==> config.mk <==
export PLATFORM = sky130hd
export DESIGN_NAME = fcpa_ctrl
export DESIGN_NICKNAME = d
export VERILOG_FILES = /design/src/hdl/fcpa_pkg.sv /design/src/hdl/fcpa_ctrl.sv
export SDC_FILE = /design/constraint.sdc
export NUM_CORES = 1
export LEC_CHECK = 0
export ABC_AREA = 1
export ABC_CLOCK_PERIOD_IN_PS = 1700
export BUFFER_PORTS_ARGS = -buffer_cell sky130_fd_sc_hd__buf_2
export CAP_MARGIN = 20
export CORE_AREA = 8 8 52 54
export DETAILED_ROUTE_END_ITERATION = 6
export DIE_AREA = 0 0 60 62
export PLACE_DENSITY = 0.76
export SETUP_SLACK_MARGIN = 0.1
export SLEW_MARGIN = 40
export SYNTH_ARGS = -nofsm -noshare
export SYNTH_HDL_FRONTEND = slang
export SYNTH_SLANG_ARGS = --single-unit
==> constraint.sdc <==
create_clock -name clk -period 1.7 [get_ports clk]
set_input_delay 0.255 -clock clk [delete_from_list [all_inputs] [get_ports clk]]
set_output_delay 0.255 -clock clk [all_outputs]
set_load 0.02 [all_outputs]
==> src/hdl/fcpa_pkg.sv <==
// shared widths, codes and controller/datapath structs of the chunk pool allocator
package fcpa_pkg;

    // field widths of the channels
    localparam int REQ_TYPE_W   = 2;
    localparam int FIELD_ADDR_W = 32;
    localparam int STATUS_W     = 3;
    localparam int CNUM_W       = 10;
    localparam int CFG_IDX_W    = 8;
    localparam int CFG_DATA_W   = 32;

    // geometry widths
    localparam int CSIZE_W = 16;
    localparam int ALIGN_W = 13;
    localparam int SIZE_W  = 17;

    // request types
    localparam logic [REQ_TYPE_W-1:0] REQ_ALLOC    = 2'd0;
    localparam logic [REQ_TYPE_W-1:0] REQ_FREE     = 2'd1;
    localparam logic [REQ_TYPE_W-1:0] REQ_FREE_ALL = 2'd2;

    // response status codes
    localparam logic [STATUS_W-1:0] ST_OK         = 3'd0;
    localparam logic [STATUS_W-1:0] ST_EMPTY      = 3'd1;
    localparam logic [STATUS_W-1:0] ST_OOB        = 3'd2;
    localparam logic [STATUS_W-1:0] ST_NULL       = 3'd3;
    localparam logic [STATUS_W-1:0] ST_MISALIGNED = 3'd4;

    // configuration register indexes
    localparam logic [CFG_IDX_W-1:0] CFG_BUFFER_BASE     = 8'd0;
    localparam logic [CFG_IDX_W-1:0] CFG_BUFFER_LENGTH   = 8'd1;
    localparam logic [CFG_IDX_W-1:0] CFG_CHUNK_SIZE      = 8'd2;
    localparam logic [CFG_IDX_W-1:0] CFG_CHUNK_ALIGNMENT = 8'd3;

    // configuration reset values
    localparam logic [CSIZE_W-1:0] CHUNK_SIZE_RST  = 16'd16;
    localparam logic [ALIGN_W-1:0] CHUNK_ALIGN_RST = 13'd8;

    // multiplier operand select
    typedef enum logic [1:0] {
        MUL_IDX   = 2'd0,
        MUL_TOTAL = 2'd1,
        MUL_MAX   = 2'd2
    } mul_sel_t;

    // divider dividend select
    typedef enum logic {
        DIV_OFF = 1'b0,
        DIV_LEN = 1'b1
    } div_src_t;

    // result field source
    typedef enum logic [1:0] {
        RES_ZERO  = 2'd0,
        RES_ALLOC = 2'd1,
        RES_QUOT  = 2'd2
    } res_src_t;

    // controller to datapath commands
    typedef struct packed {
        logic                accept;
        logic                mul_en;
        mul_sel_t            mul_sel;
        logic                off_load;
        logic                div_start;
        div_src_t            div_src;
        logic                pop;
        logic                take_mark;
        logic                push;
        logic                total_max;
        logic                total_quot;
        logic                res_load;
        logic [STATUS_W-1:0] res_status;
        res_src_t            res_src;
        logic                out_load;
    } fcpa_cmd_t;

    // datapath to controller status
    typedef struct packed {
        logic [REQ_TYPE_W-1:0] req_type;
        logic                  is_null;
        logic                  head_valid;
        logic                  mark_avail;
        logic                  off_ge_region;
        logic                  len_ge_max;
        logic                  div_done;
        logic                  rem_nonzero;
        logic                  out_free;
    } fcpa_stat_t;

endpackage

==> src/hdl/fcpa_ctrl.sv <==
// controller state machine sequencing one request at a time
module fcpa_ctrl (
    input  logic                 clk,
    input  logic                 rst_n,
    input  logic                 in_valid,
    output logic                 in_ready,
    output fcpa_pkg::fcpa_cmd_t  cmd,
    input  fcpa_pkg::fcpa_stat_t stat
);
    import fcpa_pkg::*;

    typedef enum logic [11:0] {
        S_IDLE      = 12'b0000_0000_0001,
        S_DISPATCH  = 12'b0000_0000_0010,
        S_ALLOC_MUL = 12'b0000_0000_0100,
        S_ALLOC_ADD = 12'b0000_0000_1000,
        S_FREE_MUL  = 12'b0000_0001_0000,
        S_FREE_CMP  = 12'b0000_0010_0000,
        S_FA_MUL    = 12'b0000_0100_0000,
        S_FA_CMP    = 12'b0000_1000_0000,
        S_DIV_WAIT  = 12'b0001_0000_0000,
        S_FREE_END  = 12'b0010_0000_0000,
        S_FA_END    = 12'b0100_0000_0000,
        S_LOAD      = 12'b1000_0000_0000
    } state_t;

    state_t state_reg, state_next;

    // next state and commands
    always_comb
    begin
        state_next     = state_reg;
        cmd            = '0;
        cmd.mul_sel    = MUL_IDX;
        cmd.div_src    = DIV_OFF;
        cmd.res_src    = RES_ZERO;
        cmd.res_status = ST_OK;
        in_ready       = 1'b0;
        case (state_reg)
            S_IDLE:
            begin
                in_ready = 1'b1;
                if (in_valid)
                begin
                    cmd.accept = 1'b1;
                    state_next = S_DISPATCH;
                end
            end
            S_DISPATCH:
            begin
                case (stat.req_type)
                    REQ_ALLOC:
                    begin
                        if (stat.head_valid)
                        begin
                            cmd.pop    = 1'b1;
                            state_next = S_ALLOC_MUL;
                        end
                        else if (stat.mark_avail)
                        begin
                            cmd.take_mark = 1'b1;
                            state_next    = S_ALLOC_MUL;
                        end
                        else
                        begin
                            cmd.res_load   = 1'b1;
                            cmd.res_status = ST_EMPTY;
                            state_next     = S_LOAD;
                        end
                    end
                    REQ_FREE:
                    begin
                        if (stat.is_null)
                        begin
                            cmd.res_load   = 1'b1;
                            cmd.res_status = ST_NULL;
                            state_next     = S_LOAD;
                        end
                        else
                        begin
                            state_next = S_FREE_MUL;
                        end
                    end
                    REQ_FREE_ALL:
                    begin
                        state_next = S_FA_MUL;
                    end
                    default:
                    begin
                        // unused request type answers ok
                        cmd.res_load = 1'b1;
                        state_next   = S_LOAD;
                    end
                endcase
            end
            S_ALLOC_MUL:
            begin
                cmd.mul_en  = 1'b1;
                cmd.mul_sel = MUL_IDX;
                state_next  = S_ALLOC_ADD;
            end
            S_ALLOC_ADD:
            begin
                cmd.res_load = 1'b1;
                cmd.res_src  = RES_ALLOC;
                state_next   = S_LOAD;
            end
            S_FREE_MUL:
            begin
                cmd.mul_en   = 1'b1;
                cmd.mul_sel  = MUL_TOTAL;
                cmd.off_load = 1'b1;
                state_next   = S_FREE_CMP;
            end
            S_FREE_CMP:
            begin
                if (stat.off_ge_region)
                begin
                    cmd.res_load   = 1'b1;
                    cmd.res_status = ST_OOB;
                    state_next     = S_LOAD;
                end
                else
                begin
                    cmd.div_start = 1'b1;
                    cmd.div_src   = DIV_OFF;
                    state_next    = S_DIV_WAIT;
                end
            end
            S_FA_MUL:
            begin
                cmd.mul_en  = 1'b1;
                cmd.mul_sel = MUL_MAX;
                state_next  = S_FA_CMP;
            end
            S_FA_CMP:
            begin
                if (stat.len_ge_max)
                begin
                    // as many chunks as the list holds or more: saturate
                    cmd.total_max = 1'b1;
                    cmd.res_load  = 1'b1;
                    state_next    = S_LOAD;
                end
                else
                begin
                    cmd.div_start = 1'b1;
                    cmd.div_src   = DIV_LEN;
                    state_next    = S_DIV_WAIT;
                end
            end
            S_DIV_WAIT:
            begin
                if (stat.div_done)
                begin
                    state_next = (stat.req_type == REQ_FREE) ? S_FREE_END : S_FA_END;
                end
            end
            S_FREE_END:
            begin
                cmd.res_load = 1'b1;
                cmd.res_src  = RES_QUOT;
                if (stat.rem_nonzero)
                begin
                    cmd.res_status = ST_MISALIGNED;
                end
                else
                begin
                    cmd.push = 1'b1;
                end
                state_next = S_LOAD;
            end
            S_FA_END:
            begin
                cmd.total_quot = 1'b1;
                cmd.res_load   = 1'b1;
                state_next     = S_LOAD;
            end
            S_LOAD:
            begin
                if (stat.out_free)
                begin
                    cmd.out_load = 1'b1;
                    state_next   = S_IDLE;
                end
            end
            default:
            begin
                state_next = S_IDLE;
            end
        endcase
    end

    // state register
    always_ff @(posedge clk or negedge rst_n)
    begin
        if (!rst_n)
        begin
            state_reg <= S_IDLE;
        end
        else
        begin
            state_reg <= state_next;
        end
    end

endmodule

# Word-level counts from Yosys, hierarchy flattened
# Cells that the tools add are included.
word_totals:
  latchBits: 0
  memories: 0
  romBits: 0
  out_inout_bits: 20
  mem_bits_rw: 0
  reg_bits: 12
  inputBits: 13
classes:
  n_lt_le_gt_ge: 0
  n_eq_ne: 17
  addsub: 0
  n_shift: 0
  bitwise: 0
  muxes: 41
  n_div: 0
  n_reduce_logical: 3
  n_mul: 0
op_table:
  columns: ["op", "n"]
  rows:
  - ["one-hot mux 12 bit (10 select lines)", 1]
  - ["2-to-1 mux 12 bit", 8]
  - ["one-hot mux 12 bit (3 select lines)", 1]
  - ["one-hot mux 3 bit (3 select lines)", 2]
  - ["2-to-1 mux 4 bit", 4]
  - ["2-to-1 mux 1 bit", 14]
  - ["== test 12 x 1 -> 1 bit (second input constant)", 1]
  - ["== test 12 x 10 -> 1 bit (second input constant)", 1]
  - ["== test 12 x 11 -> 1 bit (second input constant)", 1]
  - ["== test 12 bit (second input constant)", 1]
  - ["== test 12 x 2 -> 1 bit (second input constant)", 1]
  - ["== test 12 x 3 -> 1 bit (second input constant)", 1]
  - ["== test 12 x 4 -> 1 bit (second input constant)", 1]
  - ["== test 12 x 5 -> 1 bit (second input constant)", 1]
  - ["== test 12 x 6 -> 1 bit (second input constant)", 1]
  - ["== test 12 x 7 -> 1 bit (second input constant)", 1]
  - ["== test 12 x 8 -> 1 bit (second input constant)", 1]
  - ["== test 12 x 9 -> 1 bit (second input constant)", 1]
  - ["2-to-1 mux 11 bit", 1]
  - ["2-to-1 mux 2 bit", 4]
  - ["one-hot mux 2 bit (2 select lines)", 2]
  - ["!= test 2 bit (second input constant)", 3]
  - ["one-hot mux 3 bit (2 select lines)", 1]
  - ["one-hot mux 1 bit (4 select lines)", 1]
  - ["7 further kinds", 7]

# Logic depth before layout (Yosys ltp)
logic_depth:
  ltp_word: 4
  ltp_mapped: 8
  mapped_depth_nobuf: 8

# Worst setup path before layout
# No wires, ideal clock.
synth_path:
  path_kind: "register to output"
  startpoint: "register state_reg[5]"
  endpoint: "output port cmd[10] in the netlist's numbering"
  required_time_ps: 1445
  path_slack_ps: 72
  t_arrival_ps: 1373
  stages_incl_launch_ff: 6
  path_cell_list: "dfrtp_1 > nor2_1 > nand2_2 > nor2_4 > nand4_1 > nor3_1"
synth_lines:
  columns: ["element", "line", "rtl"]
  rows:
  - ["start: declaration", "fcpa_ctrl.sv:27", "state_t state_reg, state_next;"]
  - ["start signal: assignment", "fcpa_ctrl.sv:203", "state_reg <= state_next;"]
  - ["end: declaration", "fcpa_ctrl.sv:7", "output fcpa_pkg::fcpa_cmd_t cmd,"]

==> impl_metrics.py <==
metrics = {
    "run": {
        "drv_cap": 0,
    },
    "cts": {
        "clkTransAtPathRegs_ps": 80,
        "cts_buffer_depth": 2,
        "cts_tree": "built",
        "htree_levels": 1,
        "clk_latency_ps": 280,
        "numCtsBuffers": 3,
        "clock-sinks": 12,
        "cts-root-buf": "clkbuf_4",
    },
    "floorplan": {
        "dieArea_um2": 3720,
        "die_x_um": 60,
        "io_pins": 33,
        "start_util_pct": 46.4,
        "rows": 16,
        "fp.dieH_um": 62,
        "core_area_um2": 1900,
    },
    "detailed_routing": {
        "routed_via_density": 5.28,
        "postRouteAntennaNets": 0,
        "num_vias": 1247,
        "drt_pass1_iterations": 4,
        "wirelength_mm": 3.86,
        "first_iter_violations": 55,
        "drcViolationCount": 0,
        "detail_route.wl_per_cell_um": 16.3,
    },
    "timing": {
        "fin_crit_ps": 2030,
        "final.setup_skew_ps": 10.0,
        "tightest_slew_ps": 280,
        "setup_slack_ps": -326,
        "finalSetupViolCount": 21,
        "timing.hold.ws_ps": 167,
        "maxClockFrequency_mhz": 494,
        "slew_violations": 0,
        "slew_headroom_pct": 81.4,
        "grt_setup_unrepaired": "true",
        "hold_viol": 0,
        "min_period_over_period_pct": 119,
    },
    "status": {
        "status": "finished with violations",
        "violations": "setup timing",
    },
    "worst_setup_path": {
        "reg2reg_to": "state_reg[11]",
        "crit_chain": "buf_4 -> inv_1 -> nand2_1 -> nor3_2 -> nand2_2 -> nand3_2 -> nor2_2 -> nand2_2 -> buf_6",
        "regToRegSetupSlack_ps": -110,
        "cp_max_fo": 3,
        "worst-path-stages": 9,
        "rr_startpoint": "state_reg[9]",
        "crit_family": "simple AND/OR/NAND/NOR gates",
        "path_common_cell": "nand2_2",
        "max_stage_delay_ps": 410,
        "end_kind": "output pin",
        "cp_num_buf_inv": 3,
        "r2r_cells": 11,
        "critPathRequiredTime_ps": 1440,
        "worstPathArrival_ps": 1770,
        "worstSetupPathType": "register to output pin",
        "crit_path_top_delay_cell": "dfrtp_1",
        "cp-start-kind": "register",
    },
    "synthesis": {
        "syn_nets": 156,
        "netlist_instances": 143,
        "synth.distinct_cells": 16,
        "yosys_register_bits": 12,
        "ys_warn_count": 0,
        "netlist_area_um2": 883,
        "avgSynthCellArea_um2": 6.18,
        "yosysSeqAreaShare_pct": 34.1,
    },
    "final_layout": {
        "largest_register_ffs": 12,
        "drive_gt1_share_pct": 55.0,
        "final_cell_mix": "buf_4 (31), inv_1 (26), nand2_1 (23)",
        "layout_commonest_cell": "buf_4",
        "antenna_cells": 0,
        "num-nets-final": 223,
        "syn2layout_area_growth_pct": 78.5,
        "n_fill_cell": 118,
    },
    "placed_design": {
        "place.gp.congestion": 0.865,
        "portBuffers": 32,
        "dp_hpwl_mm": 2.14,
    },
    "pwr": {
        "sequentialPowerShare_pct": 23.5,
        "power.density_nw_per_um2": 983,
        "max-vdd-ir-drop_v": 0.000570,
        "switchingPower_w": 0.000702,
        "intPower_w": 0.000847,
        "leakage_nw": 0.885,
        "swShare_pct": 45.3,
        "power.total_w": 0.00155,
        "clkPwrFrac_pct": 12.5,
        "comb_power_share_pct": 64.0,
    },
    "worst_hold_path": {
        "min_path_type": "input port to register",
        "holdCritStartpoint": "stat[8]",
        "min_path_cells": 2,
        "holdPathEnd": "state_reg[6]",
    },
    "global_route": {
        "grt_max_degree": 13,
        "grt_pass1_vias": 1151,
        "grt_pass1_wl_mm": 5.02,
        "grt.total_usage_pct": 18.5,
        "gr-total-overflow": 0,
        "antenna_found_initial": 0,
    },
}
==> power groups by stage <==
stage	Clock, W	Combinational, W	Sequential [W]
after floorplan	0	0.000448	0.000360
after global placement	0	0.000617	0.000364
after detailed placement	0	0.000630	0.000365
after CTS	0.000193	0.000785	0.000358
after global routing	0.000206	0.00107	0.000364
final	0.000194	0.000992	0.000364
==> cells in the mapped netlist <==
cell type | n | area share, %
a21oi_1 | 2 | 1.1
dfrtp_1 | 11 | 31
dfstp_2 | 1 | 3.0
inv_1 | 33 | 14
nand2_1 | 30 | 13
nand2_2 | 4 | 2.8
nand3_1 | 11 | 6.2
nand4_1 | 2 | 1.4
nor2_1 | 27 | 11
nor2_2 | 1 | 0.71
nor2_4 | 3 | 3.8
nor3_1 | 14 | 7.9
o211ai_1 | 1 | 0.85
o21ai_0 | 1 | 0.57
o22ai_1 | 1 | 0.71
o22ai_2 | 1 | 1.4
==> per-stage QoR <==
| stage | instances | instance area, um^2 | setup slack [ps] | utilization [%] | setup TNS, ps |
|---|---|---|---|---|---|
| 2_1_floorplan | 143 | 888 | 140 | - | 0 |
| 3_3_place_gp | 207 | 1120 | 141 | 58.9 | 0 |
| 3_5_place_dp | 207 | 1120 | 86.2 | 58.9 | 0 |
| 4_1_cts | 228 | 1380 | -146 | 72.6 | -1640 |
| 5_1_grt | 236 | 1580 | -371 | 82.9 | -5120 |
| 6_report | 236 | 1580 | -326 | 82.9 | -3490 |
==> cell type report <==
type	count	area, um^2	share of cell area, %
inverters	33	124	7.86
multi-input cells	98	604	38.3
flip-flops and latches	12	302	19.1
clock buffers	4	26.3	1.67
well taps	27	33.8	2.14
repair buffers	62	487	30.9
==> how the worst max path moves through the flow <==
stage,to,startpoint,slack [ps]
4_1_cts,cmd[13],state_reg[8],-150
3_3_place_gp,cmd[6],state_reg[0],140
5_1_grt,cmd[6],state_reg[9],-370
3_5_place_dp,cmd[6],state_reg[0],90
2_1_floorplan,cmd[14],state_reg[3],140
6_report,cmd[6],state_reg[9],-330
==> repair_timing <==
item | 4_1_cts | 5_1_grt
pin swaps | 19 | 18
setup endpoints to repair | 20 | 22
hold endpoints to repair | 11 | 0
gates cloned | 0 | 0
hold buffers | 1 | 0
setup buffers | 16 | 9
resized for setup | 35 | 42
==> cells by family (layout without fill, tap and decap cells) <==
family                 Yosys count  after routing  share of synthesized area (%)
DFF                             12             12                           34.1
and+or+nand+nor                 92             92                           47.2
AOI/OAI and AO/OA                6              6                           4.67
buffers and inverters           33             99                           14.0
==> layer usage <==
metal	wire length, um	track usage [%]	vias to the layer above
li1	-	-	573
met1	1460	19.9	574
met2	1980	32.3	79
met3	260	3.91	21
met4	155	11.9	0
met5	0	0	-
No activity file was read; power rests on OpenSTA's default activity.
